## config.mk

```make
export PLATFORM = sky130hd
export DESIGN_NAME = edp_mac
export DESIGN_NICKNAME = d
export VERILOG_FILES = /design/src/hw/rtl/edp_pkg.sv /design/src/hw/rtl/edp_mac.sv
export SDC_FILE = /design/constraint.sdc
export NUM_CORES = 1
export LEC_CHECK = 0
export BUFFER_PORTS_ARGS = -buffer_cell sky130_fd_sc_hd__buf_2
export CAP_MARGIN = 25
export CORE_MARGIN = 2
export CORE_UTILIZATION = 26
export CTS_BUF_LIST = sky130_fd_sc_hd__clkbuf_16
export DETAILED_ROUTE_END_ITERATION = 10
export PLACE_DENSITY = 0.42
export SKIP_LAST_GASP = 1
export SLEW_MARGIN = 25
export SYNTH_ARGS = -nofsm -noshare
export SYNTH_HDL_FRONTEND = slang
export SYNTH_SLANG_ARGS = --single-unit
```

## constraint.sdc

```tcl
create_clock -name clk -period 3.6 [get_ports clk]
set_input_delay 0.54 -clock clk [delete_from_list [all_inputs] [get_ports clk]]
set_output_delay 0.54 -clock clk [all_outputs]
set_load 0.1 [all_outputs]
```

## src/hw/rtl/edp_pkg.sv

```systemverilog
// Shared types and constants of the embedding dot-product engine.
// No dependencies; every other file of the block but the assertion macro header refers to it by scoped names.
`timescale 1ns / 1ps
`default_nettype none

package edp_pkg;

	localparam int SCORE_W = 40;
	localparam int WEIGHT_FIELD_W = 16;
	localparam int CFG_DATA_W = 11;
	localparam int CFG_INDEX_W = 2;

	localparam logic [1:0] ACT_EMB_WRITE = 2'd0;
	localparam logic [1:0] ACT_OUT_WRITE = 2'd1;
	localparam logic [1:0] ACT_QUERY = 2'd2;

	localparam logic [CFG_INDEX_W-1:0] CFG_VOCAB_USED = 2'd0;
	localparam logic [CFG_INDEX_W-1:0] CFG_HIDDEN_USED = 2'd1;
	localparam logic [CFG_INDEX_W-1:0] CFG_OUT_USED = 2'd2;

	localparam logic [10:0] VOCAB_USED_RST = 11'd1024;
	localparam logic [6:0] HIDDEN_USED_RST = 7'd64;
	localparam logic [6:0] OUT_USED_RST = 7'd64;

	typedef struct packed {
		logic [1:0] action;
		logic [9:0] entry_row;
		logic [5:0] entry_column;
		logic signed [WEIGHT_FIELD_W-1:0] weight_value;
		logic [9:0] word_index;
	} item_t;

	typedef struct packed {
		logic signed [SCORE_W-1:0] score;
		logic [5:0] output_position;
		logic found;
		logic last;
	} result_t;

	typedef struct packed {
		logic valid;
		logic first;
		logic last;
		logic kill;
	} issue_t;

	typedef struct packed {
		logic load;
		logic found;
		logic last;
		logic [5:0] position;
	} emit_t;

endpackage

`default_nettype wire

```

## src/hw/rtl/edp_mac.sv

```systemverilog
// Shared multiply-accumulate unit: one product per cycle summed into a 40-bit score.
// Depends on edp_pkg for the issue control type and the score width.
`timescale 1ns / 1ps
`default_nettype none

module edp_mac #(
	parameter int WEIGHT_BITS = 16
) (
	input wire logic clk,
	input wire logic arst_n,
	input wire edp_pkg::issue_t issue,
	input wire logic signed [((WEIGHT_BITS < edp_pkg::WEIGHT_FIELD_W) ? WEIGHT_BITS
		: edp_pkg::WEIGHT_FIELD_W)-1:0] emb_w,
	input wire logic signed [((WEIGHT_BITS < edp_pkg::WEIGHT_FIELD_W) ? WEIGHT_BITS
		: edp_pkg::WEIGHT_FIELD_W)-1:0] out_w,
	output logic [edp_pkg::SCORE_W-1:0] acc,
	output logic done
);

	localparam int WB = (WEIGHT_BITS < edp_pkg::WEIGHT_FIELD_W) ? WEIGHT_BITS
		: edp_pkg::WEIGHT_FIELD_W;

	edp_pkg::issue_t ctrl_s1;
	edp_pkg::issue_t ctrl_s2;
	logic signed [2*WB-1:0] prod_s2;
	logic [edp_pkg::SCORE_W-1:0] acc_q;
	logic done_q;

	always_ff @(posedge clk or negedge arst_n) begin
		if (!arst_n) begin
			ctrl_s1 <= '0;
			ctrl_s2 <= '0;
			done_q <= 1'b0;
		end else begin
			ctrl_s1 <= issue;
			ctrl_s2 <= ctrl_s1;
			if (issue.valid && issue.first) begin
				done_q <= 1'b0;
			end else if (ctrl_s2.valid && ctrl_s2.last) begin
				done_q <= 1'b1;
			end
		end
	end

	// The product of a killed term is forced to zero, giving an empty sum.
	always_ff @(posedge clk) begin
		if (ctrl_s1.kill) begin
			prod_s2 <= '0;
		end else begin
			prod_s2 <= emb_w * out_w;
		end
		if (ctrl_s2.valid) begin
			acc_q <= (ctrl_s2.first ? '0 : acc_q) + edp_pkg::SCORE_W'(prod_s2);
		end
	end

	assign acc = acc_q;
	assign done = done_q;

endmodule

`default_nettype wire

```

==> flow_summary.yaml <==
outcome:
  status: "complete, but fails checks"
  violations: "setup timing"
critical_path:
  path_depth: 23
  crit_start: "out_w[1]"
  required_ns: 3.81
  path_max_fanout: 5
  r2r.worst_path.cells: 12
  r2r_end: "acc[36]"
  critPathTopFamily: "adder cells"
  cpMostUsedCell: "fa_1"
  worst_r2r_startpoint: "ctrl_s2[2]"
  critical_path.endpoint: "prod_s2[30]"
  critPathKind: "in2reg"
  max_stage_delay_ns: 0.62
  cp-start-kind: "input port"
  cp-end-kind: "flop"
  cp_slowest_cell: "fa_2"
  cp_num_buf_inv: 7
  reg2reg_slack_ns: 0.15
  crit_chain: "buf_12 > buf_6 > nand2_4 > inv_4 > fa_2 > buf_4 > buf_12 > fa_1 > fa_1 > fa_1 > fa_1 > inv_1 > fa_1 > inv_1 > ha_4 > a21o_1 > a21oi_2 > o21ai_2 > a2111o_1 > a31o_1 > o31ai_2 > xor2_1 > nor2_1"
  crit_arrival_ns: 5.88
cells_and_area:
  n_fill_cell: 5541
  syn_to_final_growth_pct: 30.8
  finalNetCount: 2197
  drive_above_1_share_pct: 28.1
  n_antenna_cell: 0
  postLayoutCellArea_um2: 18400
logic_synthesis:
  synth_edf_count: 40
  ys_seq_area_share_pct: 14.5
  synthFlopType: "edfxtp_1"
  syn_area_um2: 14100
  yosysTopAreaCell: "fa_1"
  syn_avg_cell_area_um2: 9.39
  synth_top_area_share_pct: 37.4
  yosysUniqueCellTypes: 56
  synth_warnings: 0
  async_flop_share_pct: 10.0
  ys_top_cells_by_area: "fa_1, ha_1, edfxtp_1"
  synth_seq_cells: 80
  syn-num-nets: 1922
  postSynthCellCount: 1500
worst_hold_path:
  min_path_type: "in2async"
route:
  drtIter0Drc: 345
  wirelength_um: 37400
  firstDrtPassIters: 4
  vias: 10800
  drc: 0
  ant_nets: 0
  vias_per_cell: 4.36
  wl_per_cell_um: 15.1
sta:
  fmax_mhz: 176
  rsz0062_at_grt: "true"
  hold_violations: 0
  tightestPinTransition_ns: 0.637
  final_max_slew_viol_count: 0
  finalClockSkew_ns: 0.0111
  worst_slack_ns: -2.07
  min_period_over_period_pct: 158
  setup_viol_count_final: 26
  slew_headroom_pct: 57.1
  layout_min_cycle_time_ns: 5.67
clock_network:
  cts_buffer_depth: 2
  cts_buffers: 9
  clkTransAtPathRegs_ns: 0.07
  htreeDepth: 3
  hold_buffers: 0
  cts_tree: "yes"
  clkSinkCount: 80
  clockRootBuffer: "clkbuf_16"
  clk_latency_ns: 0.34
die:
  row_count: 85
  die_w_um: 237
  start_util_pct: 26.2
  ios: 79
  core_um2: 53700
  fp.dieH_um: 237
  die_area_um2: 56100
placed_design:
  numPortBuffers: 78
  hpwl_um: 32300
  place_area_um2: 17000
  dpl_worst_slack_ns: -2.69
  routabilityCongestion: 0.837
global_route:
  use_met3_pct: 1.11
  grt_pass1_vias: 12100
  grtUsageMet2_pct: 25.8
  antenna_found_initial: 0
  grt_busiest_layer: "met2"
  grt_use_total_pct: 14.2
  grt_start_max_net_pins: 42
  grt_pass1_wl_um: 63900
  grt-ovfl-total: 0
  gr-usage-met1_pct: 18.6
run:
  max_cap_viol_count: 0
flip-flops by register name, indices dropped and copies added, names as in the netlist:
name and flops:
acc 40, done 1, ctrl_s2 3, ctrl_s1 4
prod_s2 32
cells in the mapped netlist (all sizes together), types with 2 or more instances:
library cell  number
inv              298
fa               263
nand2            138
and2             125
ha               121
nor2              79
a21oi             59
nor2b             45
xnor2             45
clkbuf            42
edfxtp            40
o21ai             33
dfxtp             32
a21o              22
xor2              20
nand3             17
a211oi            14
nand2b            13
nor3              12
dfrtp              8
o21a               8
nand4              7
and3               6
o211ai             6
o21bai             6
o31ai              4
a31o               3
a31oi              3
and4               3
nor4               3
o2111ai            2
o211a              2
area by class of cell:
cell class	instances	area, um2	area share, %
Multi-Input combinational cell	1079	11600	62.8
Timing Repair Buffer	307	2540	13.8
Sequential cell	80	2050	11.1
Inverter	298	1120	6.10
Tap cell	696	871	4.72
Clock buffer	9	225	1.22
Clock inverter	7	46.3	0.251
timing repair:
item / in CTS / in global routing
setup buffers: 33 / 10
resized for setup: 165 / 61
pin swaps: 98 / 34
endpoints found under the setup margin: 26 / 34
gates cloned: 0 / 1
per-layer routing:
layer / up-vias / routed length, um / part of all wire [%]
met1: 5446 / 17000 / 46
met4: 0 / 479 / 1.3
met5: - / 0 / 0
met3: 28 / 752 / 2.0
li1: 5203 / - / -
met2: 116 / 19100 / 51
per-stage QoR:
step / utilization, % / hold WS, ns / TNS, ns / std cells
floorplan: - / 0.244 / -35.92 / 1500
global placement: 31.7 / 0.334 / -51.64 / 2421
detailed placement: 31.7 / 0.337 / -52.39 / 2421
CTS: 33.7 / 0.0155 / -39.17 / 2467
global route: 34.3 / 0.0239 / -43.50 / 2476
finish: 34.3 / 0.0232 / -38.66 / 2476
logic make-up after synthesis:
family                     count (synthesis)  synth area share, %
adders and majority gates                384                 48.1
buffers and inverters                    341                 9.09
AOI/OAI and AO/OA                        177                 8.10
and+or+nand+nor                          453                 16.1
DFF                                       80                 14.5
xor gates and xnor gates                  65                 4.04
worst reg2reg max path: cells and delay by family, from the launching register on:
kind | cells | cell delay (ns)
simple gates | 6 | 1.32
compound gates | 4 | 1.01
flops | 1 | 0.45
fa+ha+maj | 1 | 0.25
buf+inv | 1 | 0.16
layout by cell type, fill, tap and decap left out, types with 22 or more instances in the layout:
cell type	count
and2_1	100
dfxtp_1	32
buf_2	51
xnor2_1	39
and2_4	25
nor2_1	75
a21o_1	22
inv_1	273
edfxtp_1	40
ha_4	22
ha_1	92
buf_4	189
fa_1	243
buf_6	50
inv_2	25
nor2b_1	41
nand2_1	125
a21oi_1	43
how the worst min path moves through the flow:
stage                      end  slack, ns  cells after the start
floorplan           ctrl_s1[0]       0.24                      0
global placement    ctrl_s2[1]       0.33                      0
detailed placement  ctrl_s2[2]       0.34                      0
CTS                 ctrl_s2[2]       0.02                      1
global route        ctrl_s1[2]       0.02                      1
finish              ctrl_s1[2]       0.02                      1
Power is left out: the tool's default activity adds up to more than one toggle a clock period on the data nets, which glitch-free logic cannot reach.
