### config.mk
export PLATFORM = sky130hd
export DESIGN_NAME = edp_seq
export DESIGN_NICKNAME = d
export VERILOG_FILES = /design/src/hw/rtl/edp_pkg.sv /design/src/hw/rtl/edp_seq.sv
export SDC_FILE = /design/constraint.sdc
export NUM_CORES = 1
export LEC_CHECK = 0
export ABC_AREA = 1
export BUFFER_PORTS_ARGS = -buffer_cell sky130_fd_sc_hd__buf_2
export CAP_MARGIN = 10
export CORE_MARGIN = 2
export CORE_UTILIZATION = 45
export DETAILED_ROUTE_END_ITERATION = 8
export PLACE_DENSITY = 0.76
export SYNTH_ARGS = -nofsm -noshare
export SYNTH_HDL_FRONTEND = slang
export SYNTH_SLANG_ARGS = --single-unit
export TNS_END_PERCENT = 100
### constraint.sdc
create_clock -name clk -period 5.1 [get_ports clk]
set_clock_uncertainty 0.2 [all_clocks]
set_input_delay 0.255 -clock clk [delete_from_list [all_inputs] [get_ports clk]]
set_output_delay 0.255 -clock clk [all_outputs]
set_load 0.1 [all_outputs]
### src/hw/rtl/edp_pkg.sv
// Shared types and constants of the embedding dot-product engine.
// No dependencies; every other file of the block but the assertion macro header refers to it by scoped names.
`timescale 1ns / 1ps
`default_nettype none

package edp_pkg;

	localparam int SCORE_W = 40;
	localparam int WEIGHT_FIELD_W = 16;
	localparam int CFG_DATA_W = 11;
	localparam int CFG_INDEX_W = 2;

	localparam logic [1:0] ACT_EMB_WRITE = 2'd0;
	localparam logic [1:0] ACT_OUT_WRITE = 2'd1;
	localparam logic [1:0] ACT_QUERY = 2'd2;

	localparam logic [CFG_INDEX_W-1:0] CFG_VOCAB_USED = 2'd0;
	localparam logic [CFG_INDEX_W-1:0] CFG_HIDDEN_USED = 2'd1;
	localparam logic [CFG_INDEX_W-1:0] CFG_OUT_USED = 2'd2;

	localparam logic [10:0] VOCAB_USED_RST = 11'd1024;
	localparam logic [6:0] HIDDEN_USED_RST = 7'd64;
	localparam logic [6:0] OUT_USED_RST = 7'd64;

	typedef struct packed {
		logic [1:0] action;
		logic [9:0] entry_row;
		logic [5:0] entry_column;
		logic signed [WEIGHT_FIELD_W-1:0] weight_value;
		logic [9:0] word_index;
	} item_t;

	typedef struct packed {
		logic signed [SCORE_W-1:0] score;
		logic [5:0] output_position;
		logic found;
		logic last;
	} result_t;

	typedef struct packed {
		logic valid;
		logic first;
		logic last;
		logic kill;
	} issue_t;

	typedef struct packed {
		logic load;
		logic found;
		logic last;
		logic [5:0] position;
	} emit_t;

endpackage

`default_nettype wire

### src/hw/rtl/edp_seq.sv
// Sequencer: accepts requests, walks output positions and terms, and hands results over.
// Depends on edp_pkg for the request, issue and result-load types and the action codes.
`timescale 1ns / 1ps
`default_nettype none

module edp_seq #(
	parameter int VOCAB_DEPTH = 1024,
	parameter int HIDDEN_MAX = 64,
	parameter int OUT_MAX = 64
) (
	input wire logic clk,
	input wire logic arst_n,
	input wire logic item_valid,
	input wire edp_pkg::item_t item,
	output logic item_ready,
	input wire logic [10:0] vocab_used,
	input wire logic [6:0] hidden_used,
	input wire logic [6:0] out_used,
	input wire logic mac_done,
	input wire logic out_free,
	output edp_pkg::issue_t issue,
	output logic [((VOCAB_DEPTH > 1) ? $clog2(VOCAB_DEPTH) : 1)
		+ ((HIDDEN_MAX > 1) ? $clog2(HIDDEN_MAX) : 1)-1:0] emb_raddr,
	output logic [((OUT_MAX > 1) ? $clog2(OUT_MAX) : 1)
		+ ((HIDDEN_MAX > 1) ? $clog2(HIDDEN_MAX) : 1)-1:0] out_raddr,
	output edp_pkg::emit_t emit
);

	localparam int RW = (VOCAB_DEPTH > 1) ? $clog2(VOCAB_DEPTH) : 1;
	localparam int CW = (HIDDEN_MAX > 1) ? $clog2(HIDDEN_MAX) : 1;
	localparam int PW = (OUT_MAX > 1) ? $clog2(OUT_MAX) : 1;

	typedef enum logic [2:0] {
		SQ_IDLE = 3'b001,
		SQ_RUN = 3'b010,
		SQ_WAIT = 3'b100
	} seq_state_t;

	seq_state_t state_q;
	logic [RW-1:0] word_q;
	logic [CW-1:0] m_q;
	logic [PW-1:0] p_q;
	logic [6:0] nterm_q;
	logic [6:0] npos_q;
	logic kill_q;
	logic found_q;

	logic [16:0] word_ext;
	logic start;
	logic hit;
	logic [6:0] h_sat;
	logic [6:0] o_sat;
	logic m_last;
	logic p_last;

	always_comb begin
		word_ext = 17'(item.word_index);
		item_ready = (state_q == SQ_IDLE);
		start = item_valid && item_ready && (item.action == edp_pkg::ACT_QUERY);
		hit = (11'(item.word_index) < vocab_used) && (word_ext < 17'(VOCAB_DEPTH));
		h_sat = (hidden_used > 7'(HIDDEN_MAX)) ? 7'(HIDDEN_MAX) : hidden_used;
		o_sat = (out_used > 7'(OUT_MAX)) ? 7'(OUT_MAX) : out_used;
		if (o_sat == 7'd0) begin
			o_sat = 7'd1;
		end
		m_last = (7'(m_q) == nterm_q - 7'd1);
		p_last = (7'(p_q) == npos_q - 7'd1);

		issue.valid = (state_q == SQ_RUN);
		issue.first = (m_q == '0);
		issue.last = m_last;
		issue.kill = kill_q;
		emb_raddr = {word_q, m_q};
		out_raddr = {p_q, m_q};

		emit.load = (state_q == SQ_WAIT) && (!found_q || mac_done) && out_free;
		emit.found = found_q;
		emit.last = !found_q || p_last;
		emit.position = found_q ? 6'(p_q) : 6'd0;
	end

	always_ff @(posedge clk or negedge arst_n) begin
		if (!arst_n) begin
			state_q <= SQ_IDLE;
			m_q <= '0;
			p_q <= '0;
		end else begin
			case (state_q)
				SQ_IDLE: begin
					if (start) begin
						m_q <= '0;
						p_q <= '0;
						state_q <= hit ? SQ_RUN : SQ_WAIT;
					end
				end
				SQ_RUN: begin
					if (m_last) begin
						state_q <= SQ_WAIT;
					end else begin
						m_q <= m_q + 1'b1;
					end
				end
				SQ_WAIT: begin
					if (emit.load) begin
						if (emit.last) begin
							state_q <= SQ_IDLE;
						end else begin
							p_q <= p_q + 1'b1;
							m_q <= '0;
							state_q <= SQ_RUN;
						end
					end
				end
				default: begin
					state_q <= SQ_IDLE;
				end
			endcase
		end
	end

	// With no terms in use a single killed term still runs, so the score is zero.
	always_ff @(posedge clk) begin
		if (start) begin
			word_q <= word_ext[RW-1:0];
			found_q <= hit;
			kill_q <= (h_sat == 7'd0);
			nterm_q <= (h_sat == 7'd0) ? 7'd1 : h_sat;
			npos_q <= o_sat;
		end
	end

endmodule

`default_nettype wire

==> impl_metrics.py, run 1 <==
metrics = {
    "run_status": {
        "status": "finished, final reports clean",
    },
    "logic_synthesis": {
        "synth.area.top_cells": "edfxtp_1 (28%), nand2_1 (14%), dfrtp_1 (13%), inv_1 (9.1%), ha_1 (6.3%)",
        "synth-warning-count": 0,
        "syn_nets": 463,
        "avgSynthCellArea_um2": 7.44,
        "synthCells": 375,
        "yosysMostFrequentCell": "nand2_1",
        "netlist_area_um2": 2790,
        "synthDistinctLibCells": 33,
        "synth_edf_count": 26,
        "synth-seq-cells": 41,
        "synth_commonest_cells": "nand2_1 (104), inv_1 (68), nor2_1 (44)",
        "synth_top_area_share_pct": 28.0,
        "synthFlopType": "edfxtp_1",
        "synth_top_cell_by_area": "edfxtp_1",
        "postSynth.asyncResetShare_pct": 36.6,
        "synth_seq_area_share_pct": 41.5,
    },
    "timing": {
        "rsz0062_at_grt": "false",
        "tns_ns": 0,
        "period_needed_ns": 2.66,
        "max_slew_margin_pct": 34.9,
        "period_share_pct": 52.2,
        "finalHoldViolCount": 0,
        "drv_slew": 0,
        "tightest_slew_ns": 0.976,
        "setup_violations": 0,
        "fmax_ghz": 0.376,
    },
    "detailed_routing": {
        "first_pass_iters": 5,
        "wirelength_um": 5940,
        "wl_per_cell_um": 11.1,
        "drtIter0Drc": 80,
        "drtAntennaViolNets": 0,
        "drc": 0,
        "vias_per_cell": 4.79,
        "vias": 2565,
    },
    "critical_path": {
        "cp_max_fo": 5,
        "critPathMaxStageDelay_ns": 0.44,
        "cp.required_ns": 4.64,
        "reg2reg_from": "state_q[0]",
        "startpoint": "npos_q[0]",
        "crit_chain": "inv_1 -> ha_1 -> nand2_1 -> nor2_1 -> nand2_1 -> nand2_1 -> nand2_1 -> nor2_1 -> nand2_1 -> nand2_1 -> buf_2",
        "slowest_stage": "buf_2",
        "cp-end-kind": "output port",
        "cp.arrival_ns": 2.21,
        "worstSetupPathType": "flop to output port",
        "critPathMostFrequentCell": "nand2_1",
        "crit_path_start_kind": "flop",
    },
    "placed_design": {
        "portBuffers": 83,
        "hpwl_um": 4660,
        "gp_congestion": 0.850,
    },
    "floorplan": {
        "rows": 28,
        "core_um2": 5960,
        "start_util_pct": 46.9,
        "die_area_um2": 6850,
        "die_x_um": 82.8,
        "die_h_um": 82.8,
        "io_pins": 116,
    },
    "cts": {
        "clk_latency_ns": 0.29,
        "cts_htree_levels": 2,
        "clock_sinks": 41,
        "cts.clk_slew.worst_paths_ns": 0.08,
        "cts.path.max_buffers": 2,
        "cts_tree": "done",
        "cts_root_buf": "clkbuf_8",
        "cts_resized": 0,
        "cts_buffers": 5,
    },
    "final_layout": {
        "syn_to_final_growth_pct": 21.9,
        "fin_util_pct": 57.1,
        "antennaDiodeCount": 0,
        "fillers": 564,
        "nets": 549,
        "drive_above_1_share_pct": 23.2,
    },
    "power_and_ir_drop": {
        "leakage_nw": 1.85,
        "ir_drop_v": 0.000299,
        "powerDensity_nw_per_um2": 358,
    },
    "global_route": {
        "grt_pass1_wl_um": 9730,
        "grt_pass1_vias": 2375,
        "grt_max_degree": 27,
        "antenna_found_initial": 0,
        "track_usage_pct": 18.2,
        "grt-ovfl-total": 0,
    },
    "flow_run": {
        "drv_cap": 0,
    },
    "hold_path": {
        "min_from": "hidden_used[6]",
        "hold_class": "input port to flop",
    },
}
-- worst paths after layout --
check | cells past startpoint | to | slack, ns
setup / recovery | 11 | emit[6] | 2.44
hold reg to reg | 2 | m_q[4] | 0.41
max in group asynchronous | 2 | state_q[0] | 4.21
min in group asynchronous | 2 | p_q[4] | 0.19
setup reg to reg | 4 | nterm_q[0] | 2.81
hold / removal | 1 | nterm_q[6] | 0.02
-- stage by stage --
stage                     hold WS, ns  std cells  worst slack (ns)  instance area, um2  power, mW
after floorplan                -0.241        375              1.39                2790      0.915
after global placement        -0.0292        517              2.81                3200       1.00
after detailed placement      -0.0227        517              2.76                3200       1.02
after CTS                     0.00983        536              2.43                3400       1.22
after global routing           0.0316        536              2.24                3400       1.29
final                          0.0221        536              2.44                3400       1.22
-- sequential cells by signal, summed over array words and instances, names as in the netlist --
signal   cells
kill_q       1
word_q      10
state_q      3
nterm_q      7
m_q          6
p_q          6
npos_q       7
found_q      1
-- per-layer routing --
| layer | vias up | global-route usage (%) | routed length (um) |
|---|---|---|---|
| met5 | - | 0 | 0 |
| met4 | 0 | 6.72 | 71 |
| met3 | 6 | 2.93 | 313 |
| met2 | 66 | 32.2 | 2890 |
| met1 | 1155 | 22.1 | 2660 |
| li1 | 1338 | - | - |
-- critical path, delay by kind of cell, from the launching register on --
kind	cells	cell delay (ns)
simple gates	8	0.70
fa+ha+maj	1	0.20
flops	1	0.41
buf+inv	2	0.60
-- report_power, final --
group / switching [mW] / internal [mW] / leakage (nW)
Combinational: 0.451 / 0.130 / 1.37
Clock: 0.109 / 0.0919 / 0.0377
Sequential: 0.0423 / 0.392 / 0.440
-- kinds of logic after synthesis --
group	Yosys count	synth area share (%)
buf+inv	87	13.1
simple gates	206	32.9
compound gates	18	3.45
xor+xnor	9	2.82
flops	41	41.5
fa+ha+maj	14	6.28
-- area by class of cell --
| type | instances | area [um2] | share of cell area [%] |
|---|---|---|---|
| Clock inverter | 2 | 11.3 | 0.331 |
| Clock buffer | 5 | 68.8 | 2.02 |
| Timing Repair Buffer | 95 | 536 | 15.7 |
| Inverter | 71 | 267 | 7.83 |
| Tap cell | 75 | 93.8 | 2.76 |
| Multi-Input combinational cell | 247 | 1270 | 37.3 |
| Sequential cell | 41 | 1160 | 34.0 |
-- layout by cell type (no fill, tap or decap), drive strengths merged --
cell         Yosys  routed
nand3           32      32
a21oi            7       7
xor2             4       4
nor2            46      46
inv             71      71
clkbuf           4       5
nor3b            1       1
o211ai           1       1
clkinv           0       1
or2              2       2
nor3             5       5
xnor2            5       5
o21ai            9       9
dfstp            1       1
buf             12      83
dlygate4sd3      0      12
nand2          109     109
nand4            9       9
ha              14      14
nor4             2       2
dfrtp           14      14
edfxtp          26      26
clkinvlp         0       1
a2bb2oi          1       1
-- what timing repair did --
action	in CTS	in global routing
setup buffers	0	0
endpoints found under the hold margin	26	0
hold buffers	12	0
endpoints found under the setup margin	0	0
Note: power is estimated with default switching activity, not from simulation.
==> run 2, diff against run 1 <==
CORE_UTILIZATION = 44   (was 45)
PLACE_DENSITY = 0.77   (was 0.76)
clock period = 2.31 ns   (was 5.1 ns; I/O delays follow)
==> run 2 against run 1 <==
Net effect:
- final area rose by 9.7%
- setup slack got worse by 2.3 ns
- core utilization rose by 2.7 points
- register-to-register slack got worse by 2.6 ns
- sequential power rose by 120%
- worst hold slack improved by 0.0099 ns
- first-iteration DRC count rose by 110%
- global-route usage rose by 1.4 points
- sequential cell count did not move
- cell count rose by 4.3%
- via count rose by 6.7%
- critical endpoint is now issue[1]
- largest power group unchanged
- highest routed layer unchanged
==> impl_metrics.py, run 2 (synthesis gave the netlist of run 1 again) <==
metrics = {
    "run_status": {
        "status": "finished, final reports clean",
    },
    "floorplan": {
        "start_util_pct": 44.7,
        "die_area_um2": 7000,
        "die_x_um": 83.7,
        "core_um2": 6240,
        "rows": 29,
        "die_h_um": 83.7,
        "io_pins": 116,
    },
    "detailed_routing": {
        "drtAntennaViolNets": 0,
        "first_pass_iters": 5,
        "wirelength_um": 6730,
        "vias": 2736,
        "vias_per_cell": 4.89,
        "wl_per_cell_um": 12.0,
        "drc": 0,
        "drtIter0Drc": 164,
    },
    "critical_path": {
        "critPathMaxStageDelay_ns": 0.42,
        "cp_max_fo": 4,
        "cp.required_ns": 1.99,
        "crit_buf_inv": 3,
        "critPathMostFrequentCell": "nor2_2",
        "cp.arrival_ns": 1.90,
        "cp-end-kind": "output port",
        "crit_path_start_kind": "flop",
        "slowest_stage": "edfxtp_1",
        "worstSetupPathType": "flop to output port",
        "crit_chain": "inv_2 -> ha_4 -> or2_2 -> nand2_1 -> nor2_2 -> nand4_1 -> nor2_2 -> buf_4 -> buf_12",
        "cpLargestDelayFamily": "simple AND/OR/NAND/NOR gates",
    },
    "timing": {
        "setup_violations": 0,
        "drv_slew": 0,
        "max_slew_margin_pct": 63.5,
        "period_share_pct": 95.8,
        "fmax_ghz": 0.452,
        "tightest_slew_ns": 0.546,
        "finalHoldViolCount": 0,
        "period_needed_ns": 2.21,
    },
    "cts": {
        "cts_htree_levels": 2,
        "cts_tree": "done",
        "clock_sinks": 41,
        "cts.path.max_buffers": 2,
        "clk_latency_ns": 0.29,
        "cts.clk_slew.worst_paths_ns": 0.08,
        "cts_buffers": 5,
        "cts_root_buf": "clkbuf_8",
    },
    "global_route": {
        "antenna_found_initial": 0,
        "grt_max_degree": 27,
        "grt_pass1_wl_um": 11500,
        "grt_pass1_vias": 2709,
        "grt-ovfl-total": 0,
        "track_usage_pct": 19.6,
    },
    "final_layout": {
        "reg_top3": "word_q (10), npos_q (7), nterm_q (7)",
        "regMostFlops": "word_q",
        "fin_cells": 559,
        "postLayoutCellArea_um2": 3730,
        "layout_common_cells": "nand2_1 (102), buf_2 (81), inv_1 (65)",
        "largest_reg_flops": 10,
        "nets": 569,
        "fin_util_pct": 59.8,
        "drive_above_1_share_pct": 27.6,
        "syn_to_final_growth_pct": 33.7,
        "antennaDiodeCount": 0,
        "layout_commonest_cell": "nand2_1",
    },
    "placed_design": {
        "dpl_cell_area_um2": 3290,
        "hpwl_um": 4950,
        "portBuffers": 83,
        "gp_congestion": 0.861,
        "dp.cells": 521,
    },
    "hold_path": {
        "hold_class": "input port to flop",
    },
    "power_and_ir_drop": {
        "powerDensity_nw_per_um2": 778,
        "leakage_nw": 1.95,
        "ir_drop_v": 0.000806,
    },
    "flow_run": {
        "drv_cap": 0,
    },
}
-- run 2: cell types whose count changed in the layout (fill, tap and decap cells not counted), moves of 3 or more --
cell,before,now
inv_1,68,65
nor2_1,44,39
dlygate4sd3_1,12,27
dfrtp_2,0,6
nor2_2,1,5
buf_4,0,5
dfrtp_1,14,8
-- run 2: worst register-to-register path: stages, from the launching register on --
cell	delay (ns)
dfstp_2	0.60
inv_2	0.06
nor3_4	0.26
nand4_2	0.18
clkinvlp_4	0.44
-- run 2: worst paths after layout --
kind / start / to / slack (ns) / cells past startpoint
max in group asynchronous: arst_n / state_q[0] / 1.56 / 2
worst max register to register: state_q[0] / word_q[4] / 0.22 / 4
worst min register to register: p_q[1] / p_q[1] / 0.37 / 2
min in group asynchronous: arst_n / m_q[1] / 0.06 / 2
worst max-delay path: nterm_q[0] / issue[1] / 0.1 / 9
worst min-delay path: item_valid / state_q[0] / 0.03 / 4
-- run 2: stage by stage --
step / hold slack [ns] / power (mW) / TNS [ns] / setup slack, ns
floorplan: -0.380 / 2.05 / -13.60 / -0.367
global placement: -0.164 / 2.26 / 0 / 0.228
detailed placement: -0.158 / 2.29 / 0 / 0.168
CTS: 0.0362 / 2.91 / 0 / 0.00302
global route: 0.0754 / 3.08 / -0.0299 / -0.0298
finish: 0.0320 / 2.91 / 0 / 0.0972
-- run 2: cell type report --
type	instances	area (um2)
flip-flops and latches	41	1160
clock buffers	6	72.6
inverters	71	270
fillers	554	2510
well taps	77	96.3
repair buffers	115	753
clock inverters	2	38.8
multi-input cells	247	1340
-- run 2: metal layers --
layer,global-route usage (%),vias to the layer above,share of wire [%]
met5,0,-,0
met4,6.16,0,2.2
met3,3.46,16,5.4
met2,36.4,80,52
met1,22.7,1265,40
li1,-,1375,-
-- run 2: power by group --
| group | total (mW) | internal, mW | leakage (nW) | switching (mW) |
|---|---|---|---|---|
| combinational | 1.36 | 0.329 | 1.46 | 1.04 |
| clock | 0.578 | 0.325 | 0.0554 | 0.254 |
| sequential | 0.962 | 0.867 | 0.430 | 0.0950 |
| total | 2.91 | 1.52 | 1.95 | 1.38 |
-- run 2: repair_timing --
item / CTS / global route
gates cloned: 0 / 0
hold endpoints to repair: 41 / 0
setup buffers: 1 / 2
gates resized for setup: 2 / 10
setup endpoints to repair: 1 / 14
hold buffers: 27 / 0
pin swaps: 0 / 6
